[src/rtl/jse_pkg.sv]
// Shared types, character constants and helpers for the JSON string escaper.
`default_nettype none
package jse_pkg;

	localparam int MAX_CHARS = 8;

	localparam logic [7:0] CH_QUOTE  = 8'h22;
	localparam logic [7:0] CH_BSLASH = 8'h5C;
	localparam logic [7:0] CH_ZERO   = 8'h30;
	localparam logic [7:0] CH_U      = 8'h75;
	localparam logic [7:0] CH_X      = 8'h78;
	localparam logic [7:0] CH_B      = 8'h62;
	localparam logic [7:0] CH_F      = 8'h66;
	localparam logic [7:0] CH_N      = 8'h6E;
	localparam logic [7:0] CH_R      = 8'h72;
	localparam logic [7:0] CH_T      = 8'h74;

	localparam logic [7:0] BYTE_BS   = 8'h08;
	localparam logic [7:0] BYTE_HT   = 8'h09;
	localparam logic [7:0] BYTE_LF   = 8'h0A;
	localparam logic [7:0] BYTE_FF   = 8'h0C;
	localparam logic [7:0] BYTE_CR   = 8'h0D;
	localparam logic [7:0] CTRL_LIMIT = 8'h20;
	localparam logic [7:0] BYTE_DEL  = 8'h7F;
	localparam logic [7:0] HIGH_BASE = 8'h80;

	// Bit positions in the option register.
	localparam int OPT_QUOTES   = 0;
	localparam int OPT_HEX_HIGH = 1;
	localparam int OPT_UNI_DEL  = 2;
	localparam int OPT_HEX_NPRT = 3;

	typedef struct packed {
		logic [7:0] in_byte;
		logic       string_start;
		logic       string_end;
		logic       empty_string;
	} item_t;

	typedef struct packed {
		logic [MAX_CHARS-1:0][7:0] chars;
		logic [3:0]                count;
	} seq_t;

	function automatic logic [7:0] hex_digit(input logic [3:0] nib);
		logic [7:0] d;
		if (nib < 4'd10) begin
			d = CH_ZERO + {4'd0, nib};
		end else begin
			d = 8'h57 + {4'd0, nib};
		end
		return d;
	endfunction

endpackage
`default_nettype wire

[src/rtl/jse_in_if.sv]
// Input channel interface: one raw byte of a string with its markers.
`default_nettype none
interface jse_in_if;
	logic       valid;
	logic       ready;
	logic [7:0] in_byte;
	logic       string_start;
	logic       string_end;
	logic       empty_string;

	modport source(output valid, in_byte, string_start, string_end, empty_string,
		input ready);
	modport sink(input valid, in_byte, string_start, string_end, empty_string,
		output ready);
endinterface
`default_nettype wire

[src/rtl/jse_out_if.sv]
// Output channel interface: one character of escaped text.
`default_nettype none
interface jse_out_if;
	logic       valid;
	logic       ready;
	logic [7:0] out_char;
	logic       last_of_run;

	modport source(output valid, out_char, last_of_run, input ready);
	modport sink(input valid, out_char, last_of_run, output ready);
endinterface
`default_nettype wire

[src/rtl/jse_cfg_if.sv]
// Configuration write channel interface for the option register.
`default_nettype none
interface jse_cfg_if;
	logic       valid;
	logic       ready;
	logic [3:0] data;

	modport source(output valid, data, input ready);
	modport sink(input valid, data, output ready);
endinterface
`default_nettype wire

[src/rtl/json_string_escaper.sv]
// Top level of the JSON string escaper: input register, expansion logic and drain.
// A word waits in the input register; its expansion then loads the drain register.
// Throughput: one word per cycle while each word yields a single character and the
// output is ready; a longer expansion (up to 8 characters) holds the drain register.
// Reset clears the option register and all valid flags; no output is pending after it.
`default_nettype none
module json_string_escaper (
	input  logic      clk,
	input  logic      arst_n,
	jse_in_if.sink    in_ch,
	jse_out_if.source out_ch,
	jse_cfg_if.sink   cfg
);
	import jse_pkg::*;

	logic [3:0] opt_q;
	item_t      item_s1;
	logic       valid_s1;
	item_t      in_item;
	seq_t       seq;
	logic       load_ready;

	assign cfg.ready = 1'b1;

	always_ff @(posedge clk or negedge arst_n) begin
		if (!arst_n) begin
			opt_q <= 4'd0;
		end else if (cfg.valid) begin
			opt_q <= cfg.data;
		end
	end

	assign in_item.in_byte      = in_ch.in_byte;
	assign in_item.string_start = in_ch.string_start;
	assign in_item.string_end   = in_ch.string_end;
	assign in_item.empty_string = in_ch.empty_string;

	assign in_ch.ready = !valid_s1 || load_ready;

	always_ff @(posedge clk or negedge arst_n) begin
		if (!arst_n) begin
			valid_s1 <= 1'b0;
		end else if (in_ch.ready) begin
			valid_s1 <= in_ch.valid;
		end
	end

	always_ff @(posedge clk) begin
		if (in_ch.valid && in_ch.ready) begin
			item_s1 <= in_item;
		end
	end

	jse_expand u_expand (
		.item (item_s1),
		.opt  (opt_q),
		.seq  (seq)
	);

	jse_drain u_drain (
		.clk        (clk),
		.arst_n     (arst_n),
		.seq        (seq),
		.load_valid (valid_s1),
		.load_ready (load_ready),
		.out        (out_ch)
	);

	a_s1_holds: assert property (@(posedge clk) disable iff (!arst_n)
		(valid_s1 && !load_ready) |=> (valid_s1 && $stable(item_s1)))
		else $error("input register lost a stalled word");

endmodule
`default_nettype wire

[src/rtl/jse_expand.sv]
// Combinational expansion of one input word into its escaped character sequence.
`default_nettype none
module jse_expand (
	input  jse_pkg::item_t item,
	input  logic [3:0]     opt,
	output jse_pkg::seq_t  seq
);
	import jse_pkg::*;

	localparam logic [1:0] K_PLAIN  = 2'd0;
	localparam logic [1:0] K_ESC    = 2'd1;
	localparam logic [1:0] K_WIDE   = 2'd2;
	localparam logic [1:0] K_NARROW = 2'd3;

	logic [1:0] kind;
	logic [7:0] esc_char;
	logic [7:0] b;
	logic [7:0] hi_digit;
	logic [7:0] lo_digit;
	logic       quotes;
	logic [MAX_CHARS-1:0][7:0] chars;
	logic [3:0] k;

	assign b        = item.in_byte;
	assign quotes   = opt[OPT_QUOTES];
	assign hi_digit = hex_digit(b[7:4]);
	assign lo_digit = hex_digit(b[3:0]);

	always_comb begin
		kind     = K_PLAIN;
		esc_char = b;
		case (b)
			CH_QUOTE:  begin kind = K_ESC; esc_char = CH_QUOTE;  end
			CH_BSLASH: begin kind = K_ESC; esc_char = CH_BSLASH; end
			BYTE_BS:   begin kind = K_ESC; esc_char = CH_B; end
			BYTE_FF:   begin kind = K_ESC; esc_char = CH_F; end
			BYTE_LF:   begin kind = K_ESC; esc_char = CH_N; end
			BYTE_CR:   begin kind = K_ESC; esc_char = CH_R; end
			BYTE_HT:   begin kind = K_ESC; esc_char = CH_T; end
			default: begin
				if (b < CTRL_LIMIT) begin
					kind = K_WIDE;
				end else if (b >= HIGH_BASE && opt[OPT_HEX_HIGH]) begin
					kind = K_NARROW;
				end else if (b == BYTE_DEL && opt[OPT_UNI_DEL]) begin
					kind = K_WIDE;
				end else if (b >= BYTE_DEL && opt[OPT_HEX_NPRT]) begin
					kind = K_NARROW;
				end else begin
					kind = K_PLAIN;
				end
			end
		endcase
	end

	// At most eight characters: opening quote, six for a wide escape, closing quote.
	always_comb begin
		chars = '0;
		k     = 4'd0;
		if (item.empty_string) begin
			if (quotes) begin
				chars[0] = CH_QUOTE;
				chars[1] = CH_QUOTE;
				k = 4'd2;
			end
		end else begin
			if (quotes && item.string_start) begin
				chars[k[2:0]] = CH_QUOTE;
				k = k + 4'd1;
			end
			case (kind)
				K_PLAIN: begin
					chars[k[2:0]] = b;
					k = k + 4'd1;
				end
				K_ESC: begin
					chars[k[2:0]] = CH_BSLASH;
					k = k + 4'd1;
					chars[k[2:0]] = esc_char;
					k = k + 4'd1;
				end
				K_WIDE: begin
					chars[k[2:0]] = CH_BSLASH;
					k = k + 4'd1;
					chars[k[2:0]] = CH_U;
					k = k + 4'd1;
					chars[k[2:0]] = CH_ZERO;
					k = k + 4'd1;
					chars[k[2:0]] = CH_ZERO;
					k = k + 4'd1;
					chars[k[2:0]] = hi_digit;
					k = k + 4'd1;
					chars[k[2:0]] = lo_digit;
					k = k + 4'd1;
				end
				K_NARROW: begin
					chars[k[2:0]] = CH_BSLASH;
					k = k + 4'd1;
					chars[k[2:0]] = CH_X;
					k = k + 4'd1;
					chars[k[2:0]] = hi_digit;
					k = k + 4'd1;
					chars[k[2:0]] = lo_digit;
					k = k + 4'd1;
				end
				default: begin
					chars[k[2:0]] = b;
					k = k + 4'd1;
				end
			endcase
			if (quotes && item.string_end) begin
				chars[k[2:0]] = CH_QUOTE;
				k = k + 4'd1;
			end
		end
	end

	assign seq.chars = chars;
	assign seq.count = k;

endmodule
`default_nettype wire

[src/rtl/jse_drain.sv]
// Result register: holds one sequence, gives a character per cycle while out.ready is high.
`default_nettype none
module jse_drain (
	input  logic          clk,
	input  logic          arst_n,
	input  jse_pkg::seq_t seq,
	input  logic          load_valid,
	output logic          load_ready,
	jse_out_if.source     out
);
	import jse_pkg::*;

	seq_t       seq_q;
	logic [2:0] idx_q;
	logic       valid_q;
	logic       last;
	logic       take;
	logic       done;

	assign last       = ({1'b0, idx_q} == (seq_q.count - 4'd1));
	assign take       = valid_q && out.ready;
	assign done       = !valid_q || (take && last);
	assign load_ready = done;

	always_ff @(posedge clk or negedge arst_n) begin
		if (!arst_n) begin
			valid_q <= 1'b0;
			idx_q   <= 3'd0;
		end else if (done) begin
			// A word that expands to nothing is dropped here.
			valid_q <= load_valid && (seq.count != 4'd0);
			idx_q   <= 3'd0;
		end else if (take) begin
			idx_q <= idx_q + 3'd1;
		end
	end

	always_ff @(posedge clk) begin
		if (done && load_valid) begin
			seq_q <= seq;
		end
	end

	assign out.valid       = valid_q;
	assign out.out_char    = seq_q.chars[idx_q];
	assign out.last_of_run = last;

	a_count_nonzero: assert property (@(posedge clk) disable iff (!arst_n)
		valid_q |-> (seq_q.count != 4'd0))
		else $error("drain holds an empty sequence");

	a_idx_in_range: assert property (@(posedge clk) disable iff (!arst_n)
		valid_q |-> ({1'b0, idx_q} < seq_q.count))
		else $error("drain index past sequence end");

	a_idx_steps: assert property (@(posedge clk) disable iff (!arst_n)
		(valid_q && out.ready && !last) |=> (valid_q && idx_q == $past(idx_q) + 3'd1))
		else $error("drain index did not advance by one");

endmodule
`default_nettype wire
[src/flat_wrapper.sv]
// flat-port wrapper written by rule: the top's interface ports become plain ports
module json_string_escaper_flat import jse_pkg::*;
  (clk, arst_n, in_ch_valid, in_ch_in_byte, in_ch_string_start, in_ch_string_end, in_ch_empty_string, in_ch_ready, out_ch_valid, out_ch_out_char, out_ch_last_of_run, out_ch_ready, cfg_valid, cfg_data, cfg_ready);
  jse_in_if in_ch_i ();
  jse_out_if out_ch_i ();
  jse_cfg_if cfg_i ();
  input  logic clk;
  input  logic arst_n;
  input wire logic [$bits(in_ch_i.valid)-1:0] in_ch_valid;
  input wire logic [$bits(in_ch_i.in_byte)-1:0] in_ch_in_byte;
  input wire logic [$bits(in_ch_i.string_start)-1:0] in_ch_string_start;
  input wire logic [$bits(in_ch_i.string_end)-1:0] in_ch_string_end;
  input wire logic [$bits(in_ch_i.empty_string)-1:0] in_ch_empty_string;
  output wire logic [$bits(in_ch_i.ready)-1:0] in_ch_ready;
  output wire logic [$bits(out_ch_i.valid)-1:0] out_ch_valid;
  output wire logic [$bits(out_ch_i.out_char)-1:0] out_ch_out_char;
  output wire logic [$bits(out_ch_i.last_of_run)-1:0] out_ch_last_of_run;
  input wire logic [$bits(out_ch_i.ready)-1:0] out_ch_ready;
  input wire logic [$bits(cfg_i.valid)-1:0] cfg_valid;
  input wire logic [$bits(cfg_i.data)-1:0] cfg_data;
  output wire logic [$bits(cfg_i.ready)-1:0] cfg_ready;
  assign in_ch_i.valid = in_ch_valid;
  assign in_ch_i.in_byte = in_ch_in_byte;
  assign in_ch_i.string_start = in_ch_string_start;
  assign in_ch_i.string_end = in_ch_string_end;
  assign in_ch_i.empty_string = in_ch_empty_string;
  assign in_ch_ready = in_ch_i.ready;
  assign out_ch_valid = out_ch_i.valid;
  assign out_ch_out_char = out_ch_i.out_char;
  assign out_ch_last_of_run = out_ch_i.last_of_run;
  assign out_ch_i.ready = out_ch_ready;
  assign cfg_i.valid = cfg_valid;
  assign cfg_i.data = cfg_data;
  assign cfg_ready = cfg_i.ready;
  json_string_escaper u_core (.clk(clk), .arst_n(arst_n), .in_ch(in_ch_i), .out_ch(out_ch_i), .cfg(cfg_i));
endmodule
[config.mk]
export PLATFORM = sky130hd
export DESIGN_NAME = json_string_escaper_flat
export DESIGN_NICKNAME = d
export VERILOG_FILES = /design/src/rtl/jse_pkg.sv /design/src/rtl/jse_in_if.sv /design/src/rtl/jse_out_if.sv /design/src/rtl/jse_cfg_if.sv /design/src/rtl/json_string_escaper.sv /design/src/rtl/jse_expand.sv /design/src/rtl/jse_drain.sv /design/src/flat_wrapper.sv
export SDC_FILE = /design/constraint.sdc
export NUM_CORES = 1
export LEC_CHECK = 0
export BUFFER_PORTS_ARGS = -buffer_cell sky130_fd_sc_hd__buf_2
export CORE_MARGIN = 4
export CORE_UTILIZATION = 50
export CTS_BUF_LIST = sky130_fd_sc_hd__clkbuf_4 sky130_fd_sc_hd__clkbuf_8 sky130_fd_sc_hd__clkbuf_16
export DETAILED_ROUTE_END_ITERATION = 8
export PLACE_DENSITY = 0.78
export SYNTH_ARGS = -nofsm -noshare
export SYNTH_HDL_FRONTEND = slang
export SYNTH_SLANG_ARGS = --single-unit
[constraint.sdc]
create_clock -name clk -period 4.99 [get_ports clk]
set_input_delay 0 -clock clk [delete_from_list [all_inputs] [get_ports clk]]
set_output_delay 0 -clock clk [all_outputs]
set_load 0.03 [all_outputs]
Yosys cells after proc, flatten, opt, wreduce, memory -nomap -nowiden
Index checks and enable logic that the tools add are counted.
W data, S select, Z words.
{"block": "totals", "regBits": 88, "out_inout_bits": 12, "wordCells": 151}
{"block": "classes", "add_sub_neg": 13, "n_lt_le_gt_ge": 20, "n_eq_ne": 12, "muxes": 46, "bitwise": 18, "n_reduce_logical": 25}
{"cell": "$bwmux W64", "count": 6}
{"cell": "$pmux W64 S4", "count": 1}
{"cell": "$demux W8 S3", "count": 7}
{"cell": "$and A48 B48 Y48", "count": 3}
{"cell": "$not A48 Y48", "count": 3}
{"cell": "$mux W64", "count": 2}
{"cell": "$mux W8", "count": 11}
{"cell": "$not A32 Y32", "count": 2}
{"cell": "$pmux W8 S7", "count": 1}
{"cell": "$or A16 B16 Y16", "count": 3}
{"cell": "$eq A8 B4 Y1 const B", "count": 5}
{"cell": "$or A40 B40 Y40", "count": 1}
{"cell": "$and A32 B32 Y32", "count": 1}
{"cell": "$and A4 B32 Y32", "count": 1}
{"cell": "$lt A3 B4 Y1 const B", "count": 8}
{"cell": "$or A32 B32 Y32", "count": 1}
{"cell": "$or A4 B32 Y32", "count": 1}
{"cell": "$add A4 B1 Y4 const B", "count": 7}
{"cell": "$and A24 B24 Y24", "count": 1}
{"cell": "$bmux W8 S3", "count": 1}
{"cell": "$not A24 Y24", "count": 1}
{"cell": "$ge A3 B1 Y1 const B", "count": 7}
{"cell": "$logic_and A1 B1 Y1", "count": 17}
{"cell": "$add A7 B4 Y8 const A", "count": 2}
{"cell": "26 further kinds", "count": 41}

Longest topological paths before layout
{"block": "depth", "depth_word": 19, "depth_mapped": 16, "ltp_nobuf": 13}

By module
Synthesis repeated with hierarchy kept, for this count alone.
{"block": "hier_totals", "hier_cells": 446, "area_unflattened_um2": 5190.0}
{"mod": "jse_drain", "n_inst": 1, "cells_per_inst": 129, "area_each_um2": 2867.8, "seq_area_each_um2": 2142.1}
{"mod": "jse_expand", "n_inst": 1, "cells_per_inst": 292, "area_each_um2": 1791.7, "seq_area_each_um2": 0.0}
{"mod": "json_string_escaper", "n_inst": 1, "cells_per_inst": 25, "area_each_um2": 530.5, "seq_area_each_um2": 455.4}

Worst setup path before layout
No wires, ideal clock.
{"block": "synth_path", "path_kind": "reg-to-reg", "startpoint": "register u_core.u_drain.seq_q[0] (netlist bit)", "endpoint": "register u_core.u_drain.seq_q[0] (netlist bit), enable pin", "setup_time_ps": 479, "t_arrival_ps": 3948, "setup_slack_ps": 563, "stages_incl_launch_ff": 7, "n_path_buf": 0, "period_less_slack_ps": 4427, "cell_sequence": "edfxtp_1 inv_1 ha_1 xor3_1 nor3_1 a31oi_1 nor2b_1"}
{"block": "synth_between", "elab_chain_cells": 5}
{"item": "start, declared", "line_no": "jse_drain.sv:13", "text": "seq_t seq_q;"}
{"item": "start signal, assigned", "line_no": "jse_drain.sv:40", "text": "seq_q <= seq;"}
{"item": "$sub A4 B1 Y4", "line_no": "jse_drain.sv:20", "text": "assign last = ({1'b0, idx_q} == (seq_q.count - 4'd1));"}
{"item": "$eq A3 B4 Y1", "line_no": "jse_drain.sv:20"}
{"item": "$logic_and A1 B1 Y1", "line_no": "jse_drain.sv:22", "text": "assign done = !valid_q || (take && last);"}
{"item": "$logic_or A1 B1 Y1", "line_no": "jse_drain.sv:22"}
{"item": "$logic_and A1 B1 Y1", "line_no": "jse_drain.sv:39", "text": "if (done && load_valid) begin"}
Every way passes these cells.
A chain may end at the register's enable or synchronous reset.

Worst setup path in the final report
{"block": "layout_path", "startpoint": "register u_core.item_s1[3] (netlist bit)", "endpoint": "register u_core.u_drain.seq_q[48] (netlist bit), data pin"}
{"block": "layout_between", "elab_chain_cells": 17, "elab_cells_between_ends": 44, "classes_between": "add/sub (2); order compare (6); eq/ne (11); mux (17); bitwise (2); reduce/logical (6)"}
{"item": "start, declared", "line_no": "json_string_escaper.sv:17", "text": "item_t item_s1;"}
{"item": "start signal, assigned", "line_no": "json_string_escaper.sv:50", "text": "item_s1 <= in_item;"}
{"item": "$ge A8 B7 Y1", "line_no": "jse_expand.sv:47", "text": "end else if (b >= BYTE_DEL && opt[OPT_HEX_NPRT]) begin"}
{"item": "$logic_and A1 B1 Y1", "line_no": "jse_expand.sv:47"}
{"item": "$mux W2", "line_no": "jse_expand.sv:47"}
{"item": "$mux W2", "line_no": "jse_expand.sv:45", "text": "end else if (b == BYTE_DEL && opt[OPT_UNI_DEL]) begin"}
{"item": "$mux W2", "line_no": "jse_expand.sv:43", "text": "end else if (b >= HIGH_BASE && opt[OPT_HEX_HIGH]) begin"}
{"item": "$mux W2", "line_no": "jse_expand.sv:41", "text": "if (b < CTRL_LIMIT) begin"}
{"item": "$mux W2", "line_no": "jse_expand.sv:32", "text": "case (b)"}
{"item": "$eq A2 B2 Y1 (tied with other cells)", "line_no": "jse_expand.sv:71", "text": "case (kind)"}
{"item": "$pmux W4 S4", "line_no": "jse_expand.sv:71"}
{"item": "$mux W4", "line_no": "jse_expand.sv:60", "text": "if (item.empty_string) begin"}
{"item": "$lt A3 B4 Y1 (implied by the code) / $ge A3 B1 Y1 (equally long branches)", "line_no": "jse_expand.sv:112", "text": "chars[k[2:0]] = CH_QUOTE;"}
{"item": "$logic_and A1 B1 Y1 (implied by the code)", "line_no": "jse_expand.sv:112"}
{"item": "$mux W8 (implied by the code)", "line_no": "jse_expand.sv:112"}
{"item": "$demux W8 S3", "line_no": "jse_expand.sv:112"}
{"item": "$not A48 Y48 (no line)"}
{"item": "$and A48 B48 Y48 (no line)"}
{"item": "$mux W64 (*)", "line_no": "jse_expand.sv:111", "text": "if (quotes && item.string_end) begin"}
Mark *: on every way between the ends. The rest lies on a longest branch, timed or not. The select of a mux whose other input is x is not followed.

==> impl_results.md <==
- Status: finished, final reports clean
- Register area: 0.00227 mm2
- Max FO, Critical Path: 13
- Die X: 105 um
- Setup TNS: 0 ps
- Synth warn: 0
- Largest net degree at the start of global routing: 29
- Gpl congestion: 0.994
- RSZ-0062 raised after global routing: no
- Crit. End Element: flip-flop
- Reg2reg setup slack: 680 ps
- Routed WL per cell: 19.6 um
- Fillers: 756
- Pwr Density: 496 mW/mm2
- Initial Util: 52.4%
- Layout Nets: 532
- Top-level I/O count: 32
- CTS resizes: 0
- Synth cell count leaders: edfxtp_1, nor2_1, nand2_1
- Min-delay worst type: input pin to asynchronous set/reset pin
- Lkg Pwr: 2.02 nW
- Footprint of the multi-input gates: 0.00220 mm2
- Clock sink count: 77
- Worst slew pin tran: 1010 ps
- Crit path cell chain: inv_1, ha_1, nor2b_1, nand4_1, and3_1, nand2_1, ha_1, buf_4, a21boi_0, o211a_2, nand2_1, nand3_1, nor2_1
- Cells after synthesis: 457
- Clk root buf: clkbuf_8
- Synth unique cells: 63
- Synth top area cells: edfxtp_1, dfrtp_1, nor2_1
- Antenna violation net count after detailed routing: 0
- Final hold violation count: 0
- Critical path class: flip-flop to flip-flop
- Row cnt: 34
- Gr usage total: 22.4%
- Die Y: 105 um
- Global-route wire length before repair: 19300 um
- Total wire length after detailed routing: 12000 um
- Dpl hpwl: 8760 um
- Port bufs: 30
- Layout cells sized above 1: 14.8%
- Initial antenna violation count: 0
- Number of synthesized flops with an enable pin: 68
- Req. time, crit path: 5090 ps
- Full die area: 0.0109 mm2
- Final period util: 86.3%
- Slew Limit Headroom: 32.9%
- Most common cell in the netlist: edfxtp_1
- Iter 0 DRT Violations: 315
- Critical path arrival: 4410 ps
- TritonCTS clock tree: yes
- Via count: 3797
- Syn_nets: 493
- Final instance area: 0.00530 mm2
- CP Launch Type: flip-flop
- GR Overflow Total: 0
- Synth async-reset ratio: 11.7%
- Number of global-route vias before repair: 3625
- Max_cap viols: 0
- Cell area after synthesis: 0.00466 mm2
- Final critical path time including I/O delays and setup: 4310 ps
- Fmax: 232 MHz
- CP max stage cell: a21boi_0
- CTS HTree Levels: 3
- Seq/Total Area, Yosys: 48.6%
- Latest clock arrival within the worst-skew pair: 360 ps
- Vias per inst: 6.23
- Slowest stage delay, CP: 590 ps
- # diodes: 0
- Post-synth top area share: 43.8%
- Post-DP Area: 0.00486 mm2
- Mean Syn Cell Area: 10.2 um2
- Maximum vdd ir drop: 0.202 mV
- Yosys reg bits: 77
- Core ar.: 0.00889 mm2
- Clock-pin transition on the worst setup and hold timing paths: 80 ps
- Hold WS: 48.0 ps
- Final max-slew violation count: 0
- Setup violators final: 0
- Worst clock skew: 13.3 ps
- Top FF cell, synth: edfxtp_1
- DR pass1 iterations: 5
- Power Total: 0.00263 W
- Area Growth Syn to Fin: 13.6%
- Num CTS Buffers: 9
- Residual DRC count: 0
- Cell taking the most area after synthesis: edfxtp_1
- Clk buf depth: 2
[final timing paths]
path | startpoint | end | cells after the start
worst max-delay path | u_core.item_s1[3] | u_core.u_drain.seq_q[48] | 13
max in group asynchronous | arst_n | u_core.u_drain.out.valid | 2
worst max register to register | u_core.item_s1[3] | u_core.u_drain.seq_q[48] | 13
min in group clk | in_ch_in_byte[3] | u_core.item_s1[6] | 2
worst min register to register | u_core.u_drain.out.valid | u_core.u_drain.idx_q[2] | 2
worst min-delay path | arst_n | u_core.opt_q[1] | 2
[cell families after synthesis]
logic type | share of synthesized area, %
flip-flops | 48.6
other | 0.0805
adder cells (fa/ha/maj) | 4.30
XOR/XNOR | 1.45
AND/OR/NAND/NOR | 18.2
buffers and inverters | 4.27
AO/OA/AOI/OAI | 15.4
multiplexers | 7.70
[routing by layer]
layer	up-vias	track usage [%]	routed length [um]
li1	1773	-	-
met5	-	0	0
met3	24	4.25	942
met2	188	35.9	5650
met4	0	7.50	251
met1	1812	30.9	5110
[report_power, final]
part,leakage [nW],total (W),internal (W),switching (W)
Sequential,0.728,0.000996,0.000879,0.000117
Clock,0.114,0.000522,0.000287,0.000235
Combinational,1.18,0.00111,0.000407,0.000702
[metrics by stage]
stage / worst slack, ps / cells / utilization (%)
2_1_floorplan: 563 / 457 / -
3_3_place_gp: 929 / 571 / 54.6
3_5_place_dp: 783 / 571 / 54.6
4_1_cts: 791 / 609 / 59.6
5_1_grt: 369 / 609 / 59.6
6_report: 681 / 609 / 59.6
[cell usage in the layout, fill, tap and decap left out, drive strengths merged, types with 10 or more instances in the layout]
master / netlist / final
nand2: 42 / 42
clkbuf: 14 / 10
a21oi: 37 / 37
buf: 14 / 34
nor2: 57 / 57
dlygate4sd3: 0 / 22
a31oi: 13 / 13
inv: 19 / 19
mux2i: 10 / 10
o21ai: 20 / 20
nand3: 21 / 21
edfxtp: 68 / 68
ha: 16 / 16
[layout make-up]
cell class,count,area share [%]
Inverter,19,1.35
Timing Repair Buffer,56,7.56
Clock buffer,10,2.48
Sequential cell,77,42.8
Tap cell,108,2.55
Clock inverter,6,1.65
Multi-Input combinational cell,333,41.6
[timing repair]
item,in CTS,in global routing
hold buffers,22,0
setup buffers,0,0
hold endpoints to repair,27,0
setup endpoints to repair,0,0
[worst max-delay path: cells and delay by family (launching register included)]
kind	cells	cell delay [ps]
compound gates	2	960
fa+ha+maj	2	620
buf+inv	2	500
flops	1	500
simple gates	7	1470
[flip-flops by register name, indices dropped and copies added (netlist names)]
signal / count
u_core.u_drain.seq_q: 57
u_core.item_s1: 11
u_core.opt_q: 4
u_core.u_drain.idx_q: 3
u_core.u_drain.out.valid: 1
u_core.valid_s1: 1
No activity file was read; power rests on OpenSTA's default activity.
